===== src/sv/mpq_pkg.sv =====
package mpq_pkg;

  // default store depth
  localparam int CAPACITY_DEF = 32;

  // field widths
  localparam int OP_W     = 2;
  localparam int CLS_W    = 2;
  localparam int AMOUNT_W = 32;
  localparam int TAG_W    = 64;
  localparam int COUNT_W  = 6;
  localparam int KIND_W   = 2;
  localparam int TDATA_W  = 104;

  // operation codes
  localparam logic [OP_W-1:0] OP_INSERT = 2'd0;
  localparam logic [OP_W-1:0] OP_REMOVE = 2'd1;
  localparam logic [OP_W-1:0] OP_LIST   = 2'd2;
  localparam logic [OP_W-1:0] OP_COUNT  = 2'd3;

  // record class codes
  localparam logic [CLS_W-1:0] CLS_P     = 2'd0;
  localparam logic [CLS_W-1:0] CLS_B     = 2'd1;
  localparam logic [CLS_W-1:0] CLS_G     = 2'd2;
  localparam logic [CLS_W-1:0] CLS_OTHER = 2'd3;

  // result kind codes
  localparam logic [KIND_W-1:0] KIND_REMOVED = 2'd0;
  localparam logic [KIND_W-1:0] KIND_LISTED  = 2'd1;
  localparam logic [KIND_W-1:0] KIND_COUNT   = 2'd2;
  localparam logic [KIND_W-1:0] KIND_FULL    = 2'd3;

  // one stored record
  typedef struct packed {
    logic [CLS_W-1:0]    cls;
    logic [TAG_W-1:0]    tag;
    logic [AMOUNT_W-1:0] amount;
  } rec_t;

  localparam int REC_W = $bits(rec_t);

  // sequencer states
  typedef enum logic [2:0] {
    ST_IDLE,
    ST_INS_RD,
    ST_INS_CMP,
    ST_REM_EMIT,
    ST_LIST_EMIT,
    ST_CNT_EMIT,
    ST_FULL_EMIT
  } state_t;

endpackage


===== src/sv/max_priority_queue_with_class_counts.sv =====
// Max priority queue of records (class, amount, tag) with live counts of
// classes p, b and g.
// Input channel s_*: one item per command (insert, remove largest, list all
// ascending, report counts). s_tready is high only while the block is idle,
// so one item is worked on at a time.
// Output channel m_*: result items, m_tlast marks the final result of an item.
// A single output register decouples the sides; a stalled receiver holds the
// sequencer in its emit state until the register frees up.
// Steps per item (records live in a memory with one read port):
//   insert: reads the entry below the hole and shifts each larger one up
//     one place (one memory read per shift), then writes the record into
//     the hole; into an empty store the record is written directly
//   insert into a full store: emits one drop result
//   remove largest: memory read at accept, then emit
//   list: emits records in ascending order, reading the next while emitting
//   count report: three results in order b, g, p
// Reset clears fill level, class counts and the output valid flag; the memory
// content needs no clearing since only entries below the fill level are read.
module max_priority_queue_with_class_counts
  import mpq_pkg::*;
#(
  parameter int CAPACITY = CAPACITY_DEF
) (
  input  logic               clk,
  input  logic               rst,
  input  logic               s_tvalid,
  output logic               s_tready,
  // record_class[1:0], amount[33:2], tag[97:34], zero fill
  input  logic [TDATA_W-1:0] s_tdata,
  // operation[1:0]
  input  logic [OP_W-1:0]    s_tuser,
  output logic               m_tvalid,
  input  logic               m_tready,
  // record_class_res[1:0], amount_res[33:2], tag_res[97:34], class_count[103:98]
  output logic [TDATA_W-1:0] m_tdata,
  // kind[1:0]
  output logic [KIND_W-1:0]  m_tuser,
  output logic               m_tlast
);

  localparam int AW = $clog2(CAPACITY);
  localparam int CW = $clog2(CAPACITY + 1);

  state_t            state, state_next;
  rec_t              cmd_rec;
  logic [AW-1:0]     pos, pos_next;
  logic [1:0]        sel, sel_next;
  logic [CW-1:0]     fill, fill_next;
  logic [CW-1:0]     fill_m1;
  logic [CW-1:0]     counts [3];
  logic [CW-1:0]     counts_next [3];

  logic              o_valid, o_valid_next;
  logic [KIND_W-1:0] o_kind, o_kind_next;
  rec_t              o_rec, o_rec_next;
  logic [COUNT_W-1:0] o_cnt, o_cnt_next;
  logic              o_last, o_last_next;
  logic              out_free;

  logic              ram_we;
  logic [AW-1:0]     ram_wa;
  rec_t              ram_wd;
  logic              ram_re;
  logic [AW-1:0]     ram_ra;
  rec_t              ram_rd;

  logic [CLS_W-1:0]  cnt_cls;
  logic [CW+COUNT_W-1:0] cnt_ext;
  logic              accept;
  logic              rec_last;

  // record memory
  mpq_ram #(
    .WIDTH(REC_W),
    .DEPTH(CAPACITY)
  ) u_ram (
    .clk    (clk),
    .we     (ram_we),
    .wr_addr(ram_wa),
    .wr_data(ram_wd),
    .re     (ram_re),
    .rd_addr(ram_ra),
    .rd_data(ram_rd)
  );

  // handshake and port packing
  assign s_tready = (state == ST_IDLE);
  assign accept   = s_tvalid && s_tready;
  assign out_free = !o_valid || m_tready;
  assign m_tvalid = o_valid;
  assign m_tuser  = o_kind;
  assign m_tlast  = o_last;
  assign m_tdata  = {o_cnt, o_rec.tag, o_rec.amount, o_rec.cls};
  assign fill_m1  = fill - CW'(1);
  assign rec_last = (CW'(pos) == fill_m1);

  // count report order b, g, p
  always_comb begin
    case (sel)
      2'd0:    cnt_cls = CLS_B;
      2'd1:    cnt_cls = CLS_G;
      default: cnt_cls = CLS_P;
    endcase
    cnt_ext = (CW + COUNT_W)'(counts[cnt_cls]);
  end

  // command latch
  always_ff @(posedge clk) begin
    if (accept) begin
      cmd_rec.cls <= s_tdata[1:0];
      cmd_rec.amount <= s_tdata[33:2];
      cmd_rec.tag <= s_tdata[97:34];
    end
  end

  // state and control registers
  always_ff @(posedge clk) begin
    if (rst) begin
      state   <= ST_IDLE;
      fill    <= '0;
      counts  <= '{default: '0};
      o_valid <= 1'b0;
      pos     <= '0;
      sel     <= '0;
    end else begin
      state   <= state_next;
      fill    <= fill_next;
      counts  <= counts_next;
      o_valid <= o_valid_next;
      pos     <= pos_next;
      sel     <= sel_next;
    end
  end

  // output payload
  always_ff @(posedge clk) begin
    o_kind <= o_kind_next;
    o_rec  <= o_rec_next;
    o_cnt  <= o_cnt_next;
    o_last <= o_last_next;
  end

  // sequencer
  always_comb begin
    state_next   = state;
    pos_next     = pos;
    sel_next     = sel;
    fill_next    = fill;
    counts_next  = counts;
    o_valid_next = o_valid && !m_tready;
    o_kind_next  = o_kind;
    o_rec_next   = o_rec;
    o_cnt_next   = o_cnt;
    o_last_next  = o_last;
    ram_we       = 1'b0;
    ram_wa       = pos;
    ram_wd       = cmd_rec;
    ram_re       = 1'b0;
    ram_ra       = pos;

    unique case (state)
      ST_IDLE: begin
        if (accept) begin
          unique case (s_tuser)
            OP_INSERT: begin
              if (fill == CW'(CAPACITY)) begin
                state_next = ST_FULL_EMIT;
              end else begin
                pos_next   = fill[AW-1:0];
                state_next = ST_INS_RD;
              end
            end
            OP_REMOVE: begin
              if (fill != '0) begin
                ram_re     = 1'b1;
                ram_ra     = fill_m1[AW-1:0];
                state_next = ST_REM_EMIT;
              end
            end
            OP_LIST: begin
              if (fill != '0) begin
                pos_next   = '0;
                ram_re     = 1'b1;
                ram_ra     = '0;
                state_next = ST_LIST_EMIT;
              end
            end
            OP_COUNT: begin
              sel_next   = '0;
              state_next = ST_CNT_EMIT;
            end
            default: ;
          endcase
        end
      end

      // fetch the entry below the hole, or place the record at the bottom
      ST_INS_RD: begin
        if (pos == '0) begin
          ram_we     = 1'b1;
          ram_wa     = '0;
          ram_wd     = cmd_rec;
          fill_next  = fill + CW'(1);
          if (cmd_rec.cls != CLS_OTHER) begin
            counts_next[cmd_rec.cls] = counts[cmd_rec.cls] + CW'(1);
          end
          state_next = ST_IDLE;
        end else begin
          ram_re     = 1'b1;
          ram_ra     = pos - AW'(1);
          state_next = ST_INS_CMP;
        end
      end

      // shift a larger entry up one place, or drop the record into the hole
      ST_INS_CMP: begin
        ram_we = 1'b1;
        ram_wa = pos;
        if (ram_rd.amount > cmd_rec.amount) begin
          ram_wd   = ram_rd;
          pos_next = pos - AW'(1);
          if (pos == AW'(1)) begin
            state_next = ST_INS_RD;
          end else begin
            ram_re = 1'b1;
            ram_ra = pos - AW'(2);
          end
        end else begin
          ram_wd    = cmd_rec;
          fill_next = fill + CW'(1);
          if (cmd_rec.cls != CLS_OTHER) begin
            counts_next[cmd_rec.cls] = counts[cmd_rec.cls] + CW'(1);
          end
          state_next = ST_IDLE;
        end
      end

      // emit the top entry and shrink the store
      ST_REM_EMIT: begin
        if (out_free) begin
          o_valid_next = 1'b1;
          o_kind_next  = KIND_REMOVED;
          o_rec_next   = ram_rd;
          o_cnt_next   = '0;
          o_last_next  = 1'b1;
          fill_next    = fill_m1;
          if (ram_rd.cls != CLS_OTHER && counts[ram_rd.cls] != '0) begin
            counts_next[ram_rd.cls] = counts[ram_rd.cls] - CW'(1);
          end
          state_next = ST_IDLE;
        end
      end

      // emit entry pos while the next one is read
      ST_LIST_EMIT: begin
        if (out_free) begin
          o_valid_next = 1'b1;
          o_kind_next  = KIND_LISTED;
          o_rec_next   = ram_rd;
          o_cnt_next   = '0;
          o_last_next  = rec_last;
          if (rec_last) begin
            state_next = ST_IDLE;
          end else begin
            pos_next = pos + AW'(1);
            ram_re   = 1'b1;
            ram_ra   = pos + AW'(1);
          end
        end
      end

      // three count results
      ST_CNT_EMIT: begin
        if (out_free) begin
          o_valid_next      = 1'b1;
          o_kind_next       = KIND_COUNT;
          o_rec_next.cls    = cnt_cls;
          o_rec_next.amount = '0;
          o_rec_next.tag    = '0;
          o_cnt_next        = cnt_ext[COUNT_W-1:0];
          o_last_next       = (sel == 2'd2);
          sel_next          = sel + 2'd1;
          if (sel == 2'd2) begin
            state_next = ST_IDLE;
          end
        end
      end

      // echo the dropped record
      ST_FULL_EMIT: begin
        if (out_free) begin
          o_valid_next = 1'b1;
          o_kind_next  = KIND_FULL;
          o_rec_next   = cmd_rec;
          o_cnt_next   = '0;
          o_last_next  = 1'b1;
          state_next   = ST_IDLE;
        end
      end

      default: state_next = ST_IDLE;
    endcase
  end

endmodule


===== src/sv/mpq_ram.sv =====
module mpq_ram #(
  parameter int WIDTH = 8,
  parameter int DEPTH = 32
) (
  input  logic                     clk,
  input  logic                     we,
  input  logic [$clog2(DEPTH)-1:0] wr_addr,
  input  logic [WIDTH-1:0]         wr_data,
  input  logic                     re,
  input  logic [$clog2(DEPTH)-1:0] rd_addr,
  output logic [WIDTH-1:0]         rd_data
);

  logic [WIDTH-1:0] mem [DEPTH];

  // write port
  always_ff @(posedge clk) begin
    if (we) begin
      mem[wr_addr] <= wr_data;
    end
  end

  // registered read, held while re is low
  always_ff @(posedge clk) begin
    if (re) begin
      rd_data <= mem[rd_addr];
    end
  end

endmodule


===== config.mk =====
export PLATFORM = sky130hd
export DESIGN_NAME = max_priority_queue_with_class_counts
export DESIGN_NICKNAME = d
export VERILOG_FILES = /design/src/sv/mpq_pkg.sv /design/src/sv/max_priority_queue_with_class_counts.sv /design/src/sv/mpq_ram.sv
export SDC_FILE = /design/constraint.sdc
export NUM_CORES = 2
export LEC_CHECK = 0
export CAP_MARGIN = 20
export CELL_PAD_IN_SITES_DETAIL_PLACEMENT = 2
export CELL_PAD_IN_SITES_GLOBAL_PLACEMENT = 2
export CORE_MARGIN = 4
export CORE_UTILIZATION = 47
export CTS_CLUSTER_SIZE = 40
export DETAILED_ROUTE_END_ITERATION = 8
export DONT_BUFFER_PORTS = 1
export PLACE_DENSITY = 0.74
export REMOVE_ABC_BUFFERS = 1
export SLEW_MARGIN = 20
export SYNTH_ARGS = -nofsm -noshare
export SYNTH_HDL_FRONTEND = slang
export SYNTH_SLANG_ARGS = --single-unit

===== constraint.sdc =====
create_clock -name clk -period 8.4 [get_ports clk]
set_clock_uncertainty 0.2 [all_clocks]
set_input_delay 1.26 -clock clk [delete_from_list [all_inputs] [get_ports clk]]
set_output_delay 1.26 -clock clk [all_outputs]
set_load 0.1 [all_outputs]

==> results of run 1 <==
-- logic make-up after synthesis --
family / share of synthesized area
adders and majority gates: 0.00512
muxes: 0.0681
AOI/OAI and AO/OA: 0.0638
xor gates and xnor gates: 0.00204
buffers and inverters: 0.0194
and+or+nand+nor: 0.0790
DFF: 0.762
-- per-stage QoR --
step,cells,instance area [um^2],setup TNS [ns]
after floorplan,8214,134000,-9484.95
after global placement,12200,141000,0
==> reports/qor.txt, run 1 <==
Synth area leaders: edfxtp_1 (76%), mux2i_1 (6.0%), nand2_1 (3.4%), nand3_1 (3.0%), o22ai_1 (1.5%)
Die width: 547 um
Syn avg cell area: 15.5 um^2
Run Error: [ERROR DPL-0033] detailed placement checks failed during check placement.
Number of synthesized flops with an enable pin: 3439
Post-synth ARST share: 0
Top-count cell post-synth: edfxtp_1
Mapped Cells: 8803
Outcome: stopped before the end
Top cells by count, synth: edfxtp_1 (3439), nand2_1 (1246), mux2i_1 (818)
Most used DFF post-synth: edfxtp_1
FP Rows: 197
Detailed placement HPWL: 267000 um
Synth cell types: 77
Top Ports: 219
Leading area contributor after synthesis: edfxtp_1
Exit stage: detailed placement (3_5_place_dp)
Synth Cell Area: 0.136 mm^2
Part of the Yosys area used for sequential elements: 0.762
Initial Utilization: 0.473
Seq cells post-synth: 3474
Die H: 547 um
PortBufs: 0
Synth Warn #: 0
Top-area cell type share of the netlist area: 0.757
GP Congestion: 0.792
==> inputs of run 2 (changes only) <==
--- a/config.mk
+++ b/config.mk
@@ -6,14 +6,11 @@
 export NUM_CORES = 2
 export LEC_CHECK = 0
 export CAP_MARGIN = 20
-export CELL_PAD_IN_SITES_DETAIL_PLACEMENT = 2
-export CELL_PAD_IN_SITES_GLOBAL_PLACEMENT = 2
 export CORE_MARGIN = 4
-export CORE_UTILIZATION = 47
-export CTS_CLUSTER_SIZE = 40
+export CORE_UTILIZATION = 40
 export DETAILED_ROUTE_END_ITERATION = 8
 export DONT_BUFFER_PORTS = 1
-export PLACE_DENSITY = 0.74
+export PLACE_DENSITY_LB_ADDON = 0.15
 export REMOVE_ABC_BUFFERS = 1
 export SLEW_MARGIN = 20
 export SYNTH_ARGS = -nofsm -noshare
==> run 2 against run 1 <==
  * The flow now finishes without violations
  * Synthesized cell count stayed put
  * Synthesized area is the same
==> reports/qor.txt, run 2 <==
Final WL: 411000 um
Fin nets: 8972
FP Rows: 214 (+8.6%)
Die ar.: 0.350 mm^2
Unrepaired setup endpoints after global routing: no
R2R Path Start: cmd_rec[31]
1st-iter DRT viols: 8525
# Post-CTS Setup Buffers: 0
Initial Utilization: 0.401 (-0.0715)
Most frequent cells in the layout: edfxtp_1 (3439), nand2_1 (1243), mux2i_1 (818)
Clock Pin Slew Worst Setup and Hold Paths: 0.06 ns
Min-delay worst type: primary input to flip-flop
TritonCTS Buffers: 380
GRT met3 Usage: 0.0357
Synth cell types: 77 (unchanged)
Most used DFF post-synth: edfxtp_1
FF-to-FF End: u_ram.rd_data[78]
Met2 global-route usage: 0.363
Setup crit end: u_ram.rd_data[78]
Syn avg cell area: 15.5 um^2 (unchanged)
CP Launch Type: flip-flop
Top Ports: 219 (unchanged)
Fin crit share: 0.781
Number of flip-flops in the largest register: 3136
Number of synthesized flops with an enable pin: 3439 (unchanged)
VDD IR max: 424 uV
M1 GR Usage: 0.329
PortBufs: 0 (unchanged)
Via density per instance: 5.81
CTS root buf: clkbuf_16
Synth area leaders: edfxtp_1 (76%), mux2i_1 (6.0%), nand2_1 (3.4%), nand3_1 (3.0%), o22ai_1 (1.5%)
Synth Cell Area: 0.136 mm^2 (unchanged)
Crit path from: cmd_rec[31]
Critical Path Fanout Max: 48
Top-count cell post-synth: edfxtp_1
LEAKAGE: 49.3 nW
Placed cell areas: 0.143 mm^2
Gr busiest metal: met2
Core Region: 0.340 mm^2
Largest family of logic cells by synthesized area: simple AND/OR/NAND/NOR gates
Critical Path RT: 8.85 ns
Vias in the first global route: 76700
Most common cell after layout, fill and taps aside: edfxtp_1
Cell area after layout: 0.155 mm^2
GP Congestion: 0.824 (+4.1%)
Post-DRT Antenna Nets: 0
Largest reg by FF count: u_ram.mem
Simple-Gate Fraction of Synth Area: 0.0790 (unchanged)
Mapped Cells: 8803 (unchanged)
Mux cell area share after synthesis: 0.0681 (unchanged)
Setup violators final: 0
Final Hold Viols: 0
CTS Hold Bufs: 0
Outcome: completed
CTS tree: built
Synth Warn #: 0 (unchanged)
Clk sink count: 3474
Compound-Gate Fraction of Synth Area: 0.0638 (unchanged)
Layout cells sized above 1: 0.101
Max Slew Vio Count: 0
Clk buf depth: 4
Critical path class: flip-flop to flip-flop
Adder-cell area share of the yosys netlist: 0.00512 (unchanged)
CP arrival: 7.01 ns
Maxcap violations: 0
Largest net degree at the start of global routing: 161
Endpoint type of the worst setup path: flip-flop
Worst reg-to-reg setup slack: 1.84 ns
Slew headroom: 0.239
Drt drc: 0
DR WL/cell: 30.1 um
Setup TNS: 0 ns
Post-synth ARST share: 0 (unchanged)
Leading area contributor after synthesis: edfxtp_1
Synth Area in XOR/XNOR: 0.00204 (unchanged)
Gr usage total: 0.227
Detailed placement HPWL: 195000 um (-27%)
Final period demand of the worst path: 6.56 ns
# H-tree levels: 5
Synth-to-Final Area Change: 13.6%
Die H: 592 um (+8.3%)
Post-CTS sizing: 0
Part of the Yosys area used for sequential elements: 0.762 (unchanged)
Vias: 79300
Top cells by count, synth: edfxtp_1 (3439), nand2_1 (1246), mux2i_1 (818)
Clock latency on the worst-skew pair: 0.95 ns
Final core utilization: 0.456
Initial antenna violation count: 16
PD cells: 415 mW/mm^2
Top-area cell type share of the netlist area: 0.757 (unchanged)
Fmax: 0.152 GHz
First-pass GRT wire length: 576000 um
Detailed Routing Iterations Pass 1: 8
FF-to-FF path depth: 16
Tightest Pin Transition: 1.14 ns
Seq cells post-synth: 3474 (unchanged)
Die width: 592 um (+8.3%)
Total global routing overflow: 0
-- run 2: power by group --
| part | leakage [nW] | switching [mW] | internal (mW) |
|---|---|---|---|
| combinational | 12.0 | 16.3 | 7.50 |
| sequential | 31.3 | 1.64 | 22.4 |
| clock | 5.96 | 6.84 | 9.54 |
| total | 49.3 | 24.8 | 39.5 |
-- run 2: worst min-delay path by stage --
stage | startpoint | slack [ns] | to | cells past startpoint
4_1_cts | rst | 0.10 | counts[16] | 1
3_5_place_dp | sel[0] | 0.29 | sel[0] | 2
5_1_grt | rst | 0.14 | counts[9] | 1
2_1_floorplan | sel[0] | 0.25 | sel[0] | 2
6_report | rst | 0.18 | counts[9] | 1
3_3_place_gp | sel[0] | 0.27 | sel[0] | 2
-- run 2: metrics by stage --
| step | power (mW) | hold slack, ns | cells | setup slack [ns] |
|---|---|---|---|---|
| finish | 64.2 | 0.180 | 13700 | 1.84 |
| global route | 67.3 | 0.143 | 13700 | 1.53 |
| CTS | 64.7 | 0.100 | 13700 | 1.81 |
| detailed placement | 48.3 | 0.286 | 13000 | 1.85 |
| global placement | 48.0 | 0.271 | 13000 | 1.90 |
| floorplan | 37.8 | 0.255 | 8214 | -37.97 |
-- run 2: cell families (layout without fill, tap and decap cells) --
| logic type | after synthesis | in the layout |
|---|---|---|
| flops | 3474 | 3474 |
| simple gates | 2439 | 2439 |
| compound gates | 1249 | 1249 |
| mux | 916 | 916 |
| buf+inv | 639 | 952 |
| fa+ha+maj | 56 | 56 |
| xor+xnor | 30 | 30 |
| other cells | 0 | 4 |
-- run 2: per-layer routing --
metal	wire (um)	share of wire
met5	48	0.00012
met4	9260	0.023
met3	28600	0.070
met2	191000	0.46
met1	182000	0.44
-- run 2: worst max-delay path: stages (launching register included) --
cell	delay, ns
edfxtp_1	0.67
inv_1	0.10
ha_1	0.40
nand4_1	0.33
nor4_1	0.79
nand2b_1	0.11
a31oi_1	0.57
o211a_1	0.33
o31a_2	0.79
buf_12	0.26
buf_12	0.21
buf_12	0.29
mux2i_1	0.23
o211ai_1	0.11
a32o_1	0.23
nor4_1	0.50
a31oi_1	0.10
-- run 2: layout make-up --
| cell class | instances | area [um^2] |
|---|---|---|
| diodes | 4 | 10.0 |
| clock buffers | 460 | 10000 |
| clock inverters | 231 | 2120 |
| fillers | 29300 | 185000 |
| inverters | 50 | 188 |
| multi-input cells | 4690 | 30200 |
| flip-flops and latches | 3474 | 104000 |
| well taps | 4536 | 5680 |
| repair buffers | 211 | 2770 |
Power figures use the tool's default switching activity.
